<file path="src/sv/plop_pkg.sv">
// shared types, constants and codes for the packet layer offset parser
package plop_pkg;

    // default upper bound of the saturating byte position
    localparam int FRAME_LEN_MAX_DEF = 16383;

    // result offsets are reported modulo this width
    localparam int OFF_W = 14;

    // ethertype codes
    localparam logic [15:0] ETYPE_VLAN_C  = 16'h8100;
    localparam logic [15:0] ETYPE_VLAN_S  = 16'h88A8;
    localparam logic [15:0] ETYPE_VLAN_Q  = 16'h9100;
    localparam logic [15:0] ETYPE_IPV4    = 16'h0800;
    localparam logic [15:0] ETYPE_IPV6    = 16'h86DD;

    // ip protocol numbers
    localparam logic [7:0] PROTO_TCP = 8'd6;
    localparam logic [7:0] PROTO_UDP = 8'd17;

    // header geometry in bytes
    localparam int ETH_TYPE_HI_POS = 12;
    localparam int ETH_TYPE_LO_POS = 13;
    localparam int ETH_HDR_LEN     = 14;
    localparam int VLAN_TYPE_HI    = 2;
    localparam int VLAN_TYPE_LO    = 3;
    localparam int VLAN_TAG_LEN    = 4;
    localparam int IPV4_PROTO_POS  = 9;
    localparam int IPV4_MIN_LEN    = 20;
    localparam int IPV6_NXT_POS    = 6;
    localparam int IPV6_HDR_LEN    = 40;
    localparam int TCP_DOFF_POS    = 12;
    localparam int TCP_MIN_LEN     = 20;
    localparam int TCP_MIN_WORDS   = 5;
    localparam int UDP_HDR_LEN     = 8;

    // parse phase of the frame being received
    typedef enum logic [2:0] {
        PH_ETH,
        PH_VLAN,
        PH_IPV4,
        PH_IPV6,
        PH_OTHER
    } t_phase;

    typedef logic [OFF_W-1:0] t_off;

    // input word: one frame byte with its end mark
    typedef struct packed {
        logic [7:0] frame_byte;
        logic       last_byte;
    } t_in_word;

    // output word: offsets and transport flags of one frame
    typedef struct packed {
        t_off network_offset;
        t_off transport_offset;
        t_off payload_offset;
        logic is_tcp;
        logic is_udp;
    } t_out_word;

endpackage

</file>
<file path="src/sv/plop_stream_if.sv">
// valid/ready stream interface carrying one word per handshake
interface plop_stream_if #(
    parameter type T = logic
);
    logic valid;
    logic ready;
    T     data;

    modport source (output valid, output data, input ready);
    modport sink   (input valid, input data, output ready);
endinterface

</file>
<file path="src/sv/plop_tracker.sv">
// header tracking state and end-of-frame offset decision
module plop_tracker
    import plop_pkg::*;
#(
    parameter int FRAME_LEN_MAX = FRAME_LEN_MAX_DEF
) (
    input  logic      i_clk,
    input  logic      i_rst_n,
    input  logic      i_step,
    input  t_in_word  i_word,
    output t_out_word o_result
);

    localparam int PW = $clog2(FRAME_LEN_MAX + 1);
    localparam int OW = PW + 2;
    localparam logic [PW-1:0] POS_MAX = PW'(FRAME_LEN_MAX);

    logic [PW-1:0] r_pos,   n_pos;
    t_phase        r_phase, n_phase;
    logic [15:0]   r_type,  n_type;
    logic [PW-1:0] r_net,   n_net;
    logic [OW-1:0] r_trans, n_trans;
    logic [7:0]    r_proto, n_proto;
    logic [3:0]    r_hw,    n_hw;

    // byte update of the header state
    always_comb begin
        logic [OW-1:0] pos_e;
        logic [OW-1:0] net_e;
        logic [15:0]   t_new;
        logic [PW-1:0] off;
        logic          do_enter;
        n_pos    = r_pos;
        n_phase  = r_phase;
        n_type   = r_type;
        n_net    = r_net;
        n_trans  = r_trans;
        n_proto  = r_proto;
        n_hw     = r_hw;
        pos_e    = OW'(r_pos);
        net_e    = OW'(r_net);
        t_new    = r_type;
        off      = r_net;
        do_enter = 1'b0;
        if (r_pos < POS_MAX) begin
            n_pos = r_pos + PW'(1);
            unique case (r_phase)
                PH_ETH: begin
                    if (pos_e == OW'(ETH_TYPE_HI_POS)) begin
                        n_type = {i_word.frame_byte, 8'h00};
                    end else if (pos_e == OW'(ETH_TYPE_LO_POS)) begin
                        t_new    = {r_type[15:8], i_word.frame_byte};
                        off      = PW'(ETH_HDR_LEN);
                        do_enter = 1'b1;
                    end
                end
                PH_VLAN: begin
                    if (pos_e == net_e + OW'(VLAN_TYPE_HI)) begin
                        n_type = {i_word.frame_byte, 8'h00};
                    end else if (pos_e == net_e + OW'(VLAN_TYPE_LO)) begin
                        t_new    = {r_type[15:8], i_word.frame_byte};
                        off      = PW'(net_e + OW'(VLAN_TAG_LEN));
                        do_enter = 1'b1;
                    end
                end
                PH_IPV4: begin
                    if (pos_e == net_e) begin
                        n_hw    = i_word.frame_byte[3:0];
                        n_trans = net_e + OW'({i_word.frame_byte[3:0], 2'b00});
                    end else if (pos_e == net_e + OW'(IPV4_PROTO_POS)) begin
                        n_proto = i_word.frame_byte;
                    end else if (pos_e == r_trans + OW'(TCP_DOFF_POS)) begin
                        n_hw = i_word.frame_byte[7:4];
                    end
                end
                PH_IPV6: begin
                    if (pos_e == net_e + OW'(IPV6_NXT_POS)) begin
                        n_proto = i_word.frame_byte;
                    end else if (pos_e == r_trans + OW'(TCP_DOFF_POS)) begin
                        n_hw = i_word.frame_byte[7:4];
                    end
                end
                default: begin
                end
            endcase
        end
        // next header type once the ethertype is complete
        if (do_enter) begin
            n_type = t_new;
            n_net  = off;
            if (t_new == ETYPE_VLAN_C || t_new == ETYPE_VLAN_S || t_new == ETYPE_VLAN_Q) begin
                n_phase = PH_VLAN;
            end else if (t_new == ETYPE_IPV4) begin
                n_phase = PH_IPV4;
            end else if (t_new == ETYPE_IPV6) begin
                n_phase = PH_IPV6;
                n_trans = OW'(off) + OW'(IPV6_HDR_LEN);
            end else begin
                n_phase = PH_OTHER;
            end
        end
    end

    // offsets and flags from the state after this byte
    always_comb begin
        logic [OW-1:0] cap;
        logic [OW-1:0] net_e;
        logic [OW-1:0] l3;
        logic [OW-1:0] l4;
        logic [OW-1:0] l7;
        logic [OW-1:0] tcp_end;
        logic          ip_ok;
        logic          tcp;
        logic          udp;
        cap     = OW'(n_pos);
        net_e   = OW'(n_net);
        tcp_end = n_trans + OW'({n_hw, 2'b00});
        l3      = '0;
        l4      = '0;
        l7      = '0;
        ip_ok   = 1'b0;
        tcp     = 1'b0;
        udp     = 1'b0;
        unique case (n_phase)
            PH_OTHER: begin
                l3 = net_e;
                l4 = net_e;
                l7 = net_e;
            end
            PH_IPV4: begin
                l3 = net_e;
                l4 = net_e;
                l7 = net_e;
                ip_ok = (cap >= net_e + OW'(IPV4_MIN_LEN))
                     && (n_trans >= net_e + OW'(IPV4_MIN_LEN))
                     && (cap >= n_trans);
            end
            PH_IPV6: begin
                l3 = net_e;
                l4 = net_e;
                l7 = net_e;
                ip_ok = (cap >= net_e + OW'(IPV6_HDR_LEN));
            end
            default: begin
            end
        endcase
        // transport header once the ip header is accepted
        if (ip_ok) begin
            l4 = n_trans;
            l7 = n_trans;
            if (n_proto == PROTO_TCP) begin
                tcp = 1'b1;
                if ((cap >= n_trans + OW'(TCP_MIN_LEN)) && (n_hw >= 4'(TCP_MIN_WORDS))
                        && (cap >= tcp_end)) begin
                    l7 = tcp_end;
                end
            end else if (n_proto == PROTO_UDP) begin
                udp = 1'b1;
                if (cap >= n_trans + OW'(UDP_HDR_LEN)) begin
                    l7 = n_trans + OW'(UDP_HDR_LEN);
                end
            end
        end
        o_result.network_offset   = t_off'(l3);
        o_result.transport_offset = t_off'(l4);
        o_result.payload_offset   = t_off'(l7);
        o_result.is_tcp           = tcp;
        o_result.is_udp           = udp;
    end

    // state registers, cleared at reset and after each frame
    always_ff @(posedge i_clk) begin
        if (!i_rst_n || (i_step && i_word.last_byte)) begin
            r_pos   <= '0;
            r_phase <= PH_ETH;
            r_type  <= '0;
            r_net   <= '0;
            r_trans <= '0;
            r_proto <= '0;
            r_hw    <= '0;
        end else if (i_step) begin
            r_pos   <= n_pos;
            r_phase <= n_phase;
            r_type  <= n_type;
            r_net   <= n_net;
            r_trans <= n_trans;
            r_proto <= n_proto;
            r_hw    <= n_hw;
        end
    end

endmodule

</file>
<file path="src/sv/packet_layer_offset_parser_core.sv">
// top level of the packet layer offset parser
//
// Input channel i_in carries one captured frame byte per word, in order, with
// last_byte set on the final byte of each frame. Output channel o_out carries
// one word per frame: network, transport and payload byte offsets and the
// TCP/UDP flags, all decided from the bytes seen up to the last one.
// Bytes past FRAME_LEN_MAX are counted as no further length and not parsed.
// Throughput is one byte per clock unless a frame end meets a full output
// register: an input register feeds the header tracker, whose update and
// offset decision are combinational into the output register. The result
// word is loaded into the output register when the last byte leaves the
// input register. Only words that end a frame need room at the output, so a
// stalled receiver holds back the input only once a frame end meets a full
// output register; bytes in mid-frame keep flowing. Reset (synchronous,
// active low) empties both registers and returns the tracker to the start
// of a frame.
module packet_layer_offset_parser_core
    import plop_pkg::*;
#(
    parameter int FRAME_LEN_MAX = FRAME_LEN_MAX_DEF
) (
    input  logic       i_clk,
    input  logic       i_rst_n,
    plop_stream_if.sink   i_in,
    plop_stream_if.source o_out
);

    logic      r_in_valid;
    t_in_word  r_in;
    logic      r_out_valid;
    t_out_word r_out;
    logic      advance;
    t_out_word result;

    // a byte moves on unless it ends a frame and the output is still full
    assign advance = r_in_valid && (!r_in.last_byte || !r_out_valid || o_out.ready);
    assign i_in.ready = !r_in_valid || advance;

    // input register
    always_ff @(posedge i_clk) begin
        if (!i_rst_n) begin
            r_in_valid <= 1'b0;
        end else if (i_in.ready) begin
            r_in_valid <= i_in.valid;
        end
    end

    always_ff @(posedge i_clk) begin
        if (i_in.ready && i_in.valid) begin
            r_in <= i_in.data;
        end
    end

    // header tracker
    plop_tracker #(
        .FRAME_LEN_MAX (FRAME_LEN_MAX)
    ) u_tracker (
        .i_clk    (i_clk),
        .i_rst_n  (i_rst_n),
        .i_step   (advance),
        .i_word   (r_in),
        .o_result (result)
    );

    // output register
    always_ff @(posedge i_clk) begin
        if (!i_rst_n) begin
            r_out_valid <= 1'b0;
        end else if (advance && r_in.last_byte) begin
            r_out_valid <= 1'b1;
        end else if (o_out.ready) begin
            r_out_valid <= 1'b0;
        end
    end

    always_ff @(posedge i_clk) begin
        if (advance && r_in.last_byte) begin
            r_out <= result;
        end
    end

    assign o_out.valid = r_out_valid;
    assign o_out.data  = r_out;

endmodule

</file>
<file path="src/flat_wrapper.sv">
// flat-port wrapper written by rule: the top's interface ports become plain ports
module packet_layer_offset_parser_core_flat import plop_pkg::*;
#(
    parameter int FRAME_LEN_MAX = FRAME_LEN_MAX_DEF
)
  (i_clk, i_rst_n, i_in_valid, i_in_data, i_in_ready, o_out_valid, o_out_data, o_out_ready);
  plop_stream_if #(.T(t_in_word)) i_in_i ();
  plop_stream_if #(.T(t_out_word)) o_out_i ();
  input  logic i_clk;
  input  logic i_rst_n;
  input wire logic [$bits(i_in_i.valid)-1:0] i_in_valid;
  input wire logic [$bits(i_in_i.data)-1:0] i_in_data;
  output wire logic [$bits(i_in_i.ready)-1:0] i_in_ready;
  output wire logic [$bits(o_out_i.valid)-1:0] o_out_valid;
  output wire logic [$bits(o_out_i.data)-1:0] o_out_data;
  input wire logic [$bits(o_out_i.ready)-1:0] o_out_ready;
  assign i_in_i.valid = i_in_valid;
  assign i_in_i.data = i_in_data;
  assign i_in_ready = i_in_i.ready;
  assign o_out_valid = o_out_i.valid;
  assign o_out_data = o_out_i.data;
  assign o_out_i.ready = o_out_ready;
  packet_layer_offset_parser_core #(.FRAME_LEN_MAX(FRAME_LEN_MAX)) u_core (.i_clk(i_clk), .i_rst_n(i_rst_n), .i_in(i_in_i), .o_out(o_out_i));
endmodule
</file>
<file path="config.mk">
export PLATFORM = sky130hd
export DESIGN_NAME = packet_layer_offset_parser_core_flat
export DESIGN_NICKNAME = d
export VERILOG_FILES = /design/src/sv/plop_pkg.sv /design/src/sv/plop_stream_if.sv /design/src/sv/plop_tracker.sv /design/src/sv/packet_layer_offset_parser_core.sv /design/src/flat_wrapper.sv
export SDC_FILE = /design/constraint.sdc
export NUM_CORES = 1
export LEC_CHECK = 0
export BUFFER_PORTS_ARGS = -buffer_cell sky130_fd_sc_hd__buf_2
export CORE_MARGIN = 2
export CORE_UTILIZATION = 61
export CTS_CLUSTER_SIZE = 25
export DETAILED_ROUTE_END_ITERATION = 12
export PLACE_DENSITY = 0.91
export SYNTH_ARGS = -nofsm -noshare
export SYNTH_HDL_FRONTEND = slang
export SYNTH_HIERARCHICAL = 1
export SYNTH_SLANG_ARGS = --single-unit
</file>
<file path="constraint.sdc">
create_clock -name i_clk -period 19.92 [get_ports i_clk]
set_clock_uncertainty 0.05 [all_clocks]
set_input_delay 3.984 -clock i_clk [delete_from_list [all_inputs] [get_ports i_clk]]
set_output_delay 3.984 -clock i_clk [all_outputs]
set_load 0.02 [all_outputs]
</file>
**Word level (Yosys, flattened, before mapping)**

Index checks and enable logic that the tools add are counted.

- Flip-flop bits (word level): 130
- Input bits: 13
- Output and inout port bits: 46
- Logic and storage cells: 146

- $add $sub $neg: 14
- $lt $le $gt $ge: 9
- Equal/unequal tests: 23
- Mux-type cells: 59
- Bitwise operators: 1
- Reductions and logical operators: 24

Operator list:

| cell | number |
|---|---|
| two-way mux 14 bit | 14 |
| two-way mux 16 bit | 11 |
| >= comparator 14 x 16 -> 1 bit | 5 |
| two-way mux 8 bit | 9 |
| == test 16 bit, second input constant | 4 |
| == test 14 x 15 -> 1 bit | 4 |
| adder 16 x 4 -> 16 bit, second input constant | 2 |
| case mux 16 bit (2 select lines) | 1 |
| case mux 8 bit (2 select lines) | 2 |
| adder 14 x 2 -> 15 bit, second input constant | 2 |
| adder 14 x 6 -> 15 bit, second input constant | 2 |
| == test 14 x 4 -> 1 bit, second input constant | 2 |
| case mux 14 bit (2 select lines) | 1 |
| two-way mux 4 bit | 5 |
| adder 16 x 5 -> 16 bit, second input constant | 1 |
| adder 16 x 6 -> 16 bit | 1 |
| == test 14 x 16 -> 1 bit | 1 |
| == test 16 x 12 -> 1 bit, second input constant | 1 |
| >= comparator 16 x 15 -> 1 bit | 1 |
| adder 14 x 3 -> 15 bit, second input constant | 1 |
| adder 14 x 4 -> 15 bit, second input constant | 1 |
| adder 14 x 5 -> 15 bit, second input constant | 1 |
| adder 14 x 6 -> 15 bit | 1 |
| >= comparator 14 x 15 -> 1 bit | 1 |
| 25 further kinds | 56 |

**Depth between registers and ports, before layout**

Gate-level depths: netlist of run 1.

- Depth after elaboration: 18
- Gate-level depth with buffers: 37

**Modules after synthesis**

The synthesis of run 1 kept the hierarchy.

Modules (own cells, without submodules):

| module | times used | cells an instance | area each (um^2) | seq. area each (um^2) |
|---|---|---|---|---|
| plop_tracker | 1 | 1,532 | 11,128.2 | 1,501.4 |
| packet_layer_offset_parser_core | 1 | 65 | 1,709.1 | 1,631.6 |

**Least setup slack after synthesis of run 1**

No wires, ideal clock.

- Path kind: input -> output
- From: input port o_out_ready
- To: output port i_in_ready
- Data arrival time: 4.183 ns
- Required time: 15.886 ns
- Slack: 11.703 ns
- Stages on the path: 1
- Cells stage by stage: nand4b_4

- Word-level cells in the longest chain between the ends: 3

RTL lines:

| element | RTL line | RTL |
|---|---|---|
| start: declaration | flat_wrapper.sv:16 | `input wire logic [$bits(o_out_i.ready)-1:0] o_out_ready;` |
| logical OR 1 bit | packet_layer_offset_parser_core.sv:36 | `assign advance = r_in_valid && (!r_in.last_byte \|\| !r_out_valid \|\| o_out.ready);` |
| logical AND 1 bit | packet_layer_offset_parser_core.sv:36 |  |
| logical OR 1 bit | packet_layer_offset_parser_core.sv:37 | `assign i_in.ready = !r_in_valid \|\| advance;` |
| end: declaration | flat_wrapper.sv:13 | `output wire logic [$bits(i_in_i.ready)-1:0] i_in_ready;` |

No other way between the ends.

==> results of run 1 <==
-- where the power goes --
part,switching (µW),leakage (µW),internal (µW),total (µW)
clock network,133,0.000267,165,297
logic,62.3,0.00402,33.6,95.8
registers,10.8,0.00116,282,292
total,206,0.00545,480,685
-- area by class of cell --
cell class / instances / area, µm²
multi-input cells: 1326 / 9140
fillers: 1710 / 7040
flip-flops and latches: 130 / 3130
clock buffers: 19 / 443
repair buffers: 69 / 373
well taps: 275 / 344
inverters: 64 / 240
clock inverters: 13 / 104
-- kinds of logic (layout without fill, tap and decap cells) --
logic type | Yosys count | count (layout) | share of synthesized area
AND/OR/NAND/NOR | 620 | 620 | 0.243
AO/OA/AOI/OAI | 387 | 387 | 0.203
buffers and inverters | 141 | 165 | 0.0455
XOR/XNOR | 140 | 140 | 0.0981
flip-flops | 130 | 130 | 0.244
adder cells (fa/ha/maj) | 119 | 119 | 0.117
multiplexers | 60 | 60 | 0.0489
-- critical path, delay by kind of cell, from the launching register on --
| family | cells | cell delay (ps) |
|---|---|---|
| AO/OA/AOI/OAI | 11 | 2840 |
| adder cells (fa/ha/maj) | 3 | 1150 |
| AND/OR/NAND/NOR | 11 | 4340 |
| buffers and inverters | 3 | 420 |
| XOR/XNOR | 1 | 200 |
| flip-flops | 1 | 740 |
-- cell usage in the layout (no fill, tap or decap), types with 49 or more instances in the layout --
master,instances
nor2_1,217
xnor2_1,101
mux2i_1,49
a21oi_1,81
dfxtp_1,77
inv_1,60
ha_1,117
o21ai_0,83
buf_2,58
nand3_1,55
nand2_1,129
edfxtp_1,53
-- metrics by stage --
stage	setup slack (ps)	total power (µW)	hold WS, ps	instance area (µm²)
after global routing	9730	705	488	13800
after floorplan	11700	361	381	12800
after global placement	10610	387	433	13200
after detailed placement	10390	389	441	13200
after CTS	10350	683	459	13800
final	9980	685	457	13800
-- how the worst min path moves through the flow --
| stage | start | end | slack (ps) | depth (start not counted) |
|---|---|---|---|---|
| CTS | u_core/u_tracker/r_proto[7] | u_core/u_tracker/r_proto[7] | 460 | 2 |
| floorplan | u_core/u_tracker/r_trans[15] | u_core/u_tracker/r_trans[15] | 380 | 2 |
| global placement | u_core/u_tracker/r_proto[3] | u_core/u_tracker/r_proto[3] | 430 | 2 |
| finish | u_core/u_tracker/r_proto[7] | u_core/u_tracker/r_proto[7] | 460 | 2 |
| detailed placement | u_core/u_tracker/r_proto[7] | u_core/u_tracker/r_proto[7] | 440 | 2 |
| global route | u_core/u_tracker/r_proto[5] | u_core/u_tracker/r_proto[5] | 490 | 2 |
-- flip-flops by register name (all words and copies together), names as in the netlist --
register / cells
u_core/o_out.data: 44
u_core/o_out.valid: 1
u_core/r_in: 9
u_core/r_in_valid: 1
u_core/u_tracker/r_hw: 4
u_core/u_tracker/r_net: 14
u_core/u_tracker/r_phase: 3
u_core/u_tracker/r_pos: 14
u_core/u_tracker/r_proto: 8
u_core/u_tracker/r_trans: 16
u_core/u_tracker/r_type: 16
-- metal layers --
layer | global-route usage | routed length (µm) | vias to the layer above
met3 | 0.112 | 5950 | 178
li1 | - | - | 5824
met2 | 0.594 | 18800 | 959
met4 | 0.164 | 2130 | 0
met5 | 0 | 0 | -
met1 | 0.527 | 17100 | 6009
==> run_results.csv, run 1 <==
group,metric,value,unit
run_status,status,"finished, final reports clean",
synth,ys_async_sr_fraction,0,
grt,grt_overflow,0,
synth,syn_area,0.0128,mm²
detailed_routing,num_vias,13000,
worst_setup_path,cp-start-kind,"register",
timing,drv_slew,0,
worst_setup_path,r2r_slack,9980,ps
worst_setup_path,critPathKind,"register to register",
synth,seq_area_frac_synth,0.244,
detailed_routing,finalWirelength,44000,µm
clock_tree,cts_tree,"yes",
worst_setup_path,critical-path-max-stage-delay,740,ps
die,core,0.0208,mm²
detailed_routing,wl_per_cell,23.2,µm
synth,yosysWarningCount,6,
worst_setup_path,reg2reg_from,"u_core/u_tracker/r_net[3]",
clock_tree,cts_buffer_depth,2,
timing,max_slew_margin,0.138,
grt,antenna_found_initial,0,
clock_tree,cts_max_level,4,
worst_setup_path,cp_max_fo,25,
place,place_congestion,1.07,
worst_setup_path,cp_slowest_cell,"dfxtp_1",
power_and_ir_drop,ir_worst_vdd,0.0588,mV
timing,rsz0062_at_grt,"false",
worst_setup_path,rr_worst_depth,29,
synth,yosysMostFrequentCell,"nor2_1",
power_and_ir_drop,p_leak,0.00545,µW
timing,clock.fmax,0.101,GHz
synth,avgSynthCellArea,8.04,µm²
clock_tree,clock_latency,430,ps
worst_setup_path,endpoint,"u_core/o_out.data[8]",
timing,timing_hold_violations_final,0,
synth,synth_seq_cells,130,
synth,yosysTopAreaCellShare,0.124,
clock_tree,cts-resized-gates,0,
layout,fin_util,0.662,
power_and_ir_drop,p_per_area,49.7,mW/mm²
clock_tree,cts_sinks,130,
worst_setup_path,worst_ep_required_time,20140,ps
detailed_routing,drc,0,
detailed_routing,avgViaCountPerCell,6.84,
detailed_routing,drtIter0Drc,1971,
job,cap_violations,0,
layout,drive_gt1_frac,0.101,
synth,netlist-cell-type-count,102,
clock_tree,cts_hold_buf,0,
timing,setup_viol,0,
worst_hold_path,hold_class,"register to register",
clock_tree,clkTransAtPathRegs,60,ps
clock_tree,cts_inserted_buffers,17,
synth,synth_area_leaders,"edfxtp_1 12%, dfxtp_1 12%, ha_1 11%, xnor2_1 6.9%, nor2_1 6.4%",
grt,grt_pass1_vias,11700,
die,fp.dieArea,0.0222,mm²
die,ios,59,
grt,grt_pass1_wl,66800,µm
timing,tns,0,ps
synth,synthFlopType,"dfxtp_1",
synth,postSynthCellCount,1597,
layout,final_nets,1740,
synth,yosysTopAreaCell,"edfxtp_1",
worst_setup_path,r2r_end,"u_core/o_out.data[8]",
die,rows,53,
layout,synthToLayoutAreaGrowth,7.33,%
layout,antenna_cells,0,
worst_setup_path,endpoint_kind,"register",
place,dp_hpwl,32800,µm
place,port_buffers,58,
layout,instances_no_fill,1896,
synth,synth_fp_nets,1729,
die,start_util,0.617,
die,die_y,149,µm
worst_setup_path,cp.arrival,10160,ps
timing,worst_pin_slew,1290,ps
timing,period_share,0.499,
detailed_routing,dr.pass1.iters,8,
synth,synth-edff-count,53,
clock_tree,root_buffer,"clkbuf_16",
grt,grt_util_all_layers,0.393,
worst_setup_path,crit_start,"u_core/u_tracker/r_net[3]",
detailed_routing,drtAntennaViolNets,0,
place,dpl.cell_count,1864,
die,die_w,149,µm
clock_tree,cts_setup_buffers,0,
synth,synth_commonest_cells,"218 x nor2_1, 130 x nand2_1, 117 x ha_1",
timing,period_minus_slack,9940,ps
grt,grt_max_degree,76,
Note: power is estimated with default switching activity, not from simulation.
==> inputs of run 2 (changes only) <==
clock period = 9.5 ns   (was 19.92 ns; I/O delays follow)
==> run_results.csv, run 2 (synthesis gave the netlist of run 1 again) <==
group,metric,value,unit
run_status,status,"finished, final reports clean",
detailed_routing,drtAntennaViolNets,0,
timing,layout_setup_ws,404,ps
detailed_routing,dr.pass1.iters,9,
place,place_congestion,1.07,
power_and_ir_drop,p_per_area,106,mW/mm²
layout,layout_commonest_cell,"nor2_1",
clock_tree,clkTransAtPathRegs,70,ps
layout,instances_no_fill,1932,
timing,setup_viol,0,
worst_hold_path,min_path_cells,2,
detailed_routing,drtIter0Drc,1961,
timing,timing_hold_violations_final,0,
detailed_routing,avgViaCountPerCell,6.79,
layout,final_nets,1775,
place,port_buffers,58,
timing,rsz0062_at_grt,"false",
layout,drive_gt1_frac,0.121,
worst_setup_path,cp_slowest_cell,"a2111o_1",
layout,fillCellCount,1724,
worst_setup_path,critical-path-max-stage-delay,750,ps
worst_setup_path,critPathKind,"register to register",
job,cap_violations,0,
clock_tree,cts_hold_buf,0,
grt,antenna_found_initial,1,
clock_tree,cts_setup_buffers,0,
grt,grt_overflow,0,
clock_tree,cts_buffer_depth,2,
clock_tree,cts_tree,"yes",
worst_setup_path,endpoint_kind,"register",
die,die_w,149,µm
clock_tree,root_buffer,"clkbuf_16",
place,dp_hpwl,34700,µm
worst_setup_path,crit_top_cell,"a21oi_1",
clock_tree,cts-resized-gates,0,
clock_tree,cts_inserted_buffers,17,
die,fp.dieArea,0.0222,mm²
grt,grt_util_all_layers,0.412,
timing,max_slew_margin,0.239,
die,ios,59,
grt,grt_pass1_vias,12100,
grt,grt_max_degree,76,
place,dpl.cell_count,1899,
detailed_routing,finalWirelength,46100,µm
die,start_util,0.617,
worst_setup_path,cp_max_fo,16,
grt,grt_pass1_wl,69700,µm
worst_setup_path,cp.arrival,9210,ps
die,die_y,149,µm
detailed_routing,drc,0,
worst_hold_path,hold_class,"register to register",
die,core,0.0208,mm²
detailed_routing,wl_per_cell,23.9,µm
power_and_ir_drop,ir_worst_vdd,0.0964,mV
clock_tree,cts_sinks,130,
timing,tns,0,ps
timing,drv_slew,0,
detailed_routing,num_vias,13100,
timing,worst_pin_slew,1110,ps
clock_tree,cts_max_level,4,
layout,largest_reg_flops,44,
die,rows,53,
worst_setup_path,worst_ep_required_time,9610,ps
timing,period_share,0.957,
worst_setup_path,rr_worst_depth,30,
layout,layout_common_cells,"217 x nor2_1, 129 x nand2_1, 117 x ha_1",
place,place_ws,828,ps
power_and_ir_drop,p_leak,0.00565,µW
timing,period_minus_slack,9100,ps
clock_tree,clock_latency,440,ps
power_and_ir_drop,power,1500,µW
timing,clock.fmax,0.110,GHz
layout,synthToLayoutAreaGrowth,9.70,%
worst_setup_path,cp-start-kind,"register",
==> run 2: cell types whose count changed in the layout (fill, tap and decap cells not counted), moves of 2 or more <==
cell,delta
clkbuf_16,+2
inv_4,+2
buf_4,+35
inv_8,+2
clkinv_4,-3
==> run 2: power breakdown <==
group	switching (µW)	leakage (µW)	internal [µW]
clock	302	0.000295	375
combinational	134	0.00419	74.1
sequential	22.7	0.00116	590
==> run 2: final cells by class <==
class                      count  area (µm²)  share of cell area
sequential                   130        3130               0.222
clock inverter                13         110             0.00782
clock buffer                  19         475              0.0338
antenna                        1        2.50            0.000178
timing repair buffer         104         636              0.0451
inverter                      64         240              0.0171
multi-input combinational   1326        9140               0.649
tap                          275         344              0.0244
==> run 2: per-layer routing <==
metal / part of all wire / vias up / GRT usage
met3: 0.14 / 175 / 0.105
met5: 0 / - / 0
li1: - / 5881 / -
met4: 0.041 / 0 / 0.172
met2: 0.43 / 984 / 0.623
met1: 0.39 / 6084 / 0.561
==> run 2: final timing paths <==
kind | start | to | slack, ps
worst max-delay path | u_core/u_tracker/r_net[1] | u_core/o_out.data[12] | 400
worst min-delay path | u_core/u_tracker/r_proto[5] | u_core/u_tracker/r_proto[5] | 450
worst max register to register | u_core/u_tracker/r_net[1] | u_core/o_out.data[12] | 400
worst min register to register | u_core/u_tracker/r_proto[5] | u_core/u_tracker/r_proto[5] | 450
==> run 2: stage by stage <==
step,instance area (µm²),utilization,hold WS [ps]
after floorplan,12800,-,381
after global placement,13500,0.648,430
after detailed placement,13500,0.648,437
after CTS,14100,0.676,451
after global routing,14100,0.676,487
final,14100,0.676,449
==> run 2: worst max-delay path: cells and delay by family (launching register included) <==
kind	cells	cell delay [ps]
AO/OA/AOI/OAI	12	3320
XOR/XNOR	2	400
adder cells (fa/ha/maj)	3	1040
buffers and inverters	4	610
flip-flops	1	550
AND/OR/NAND/NOR	9	2850
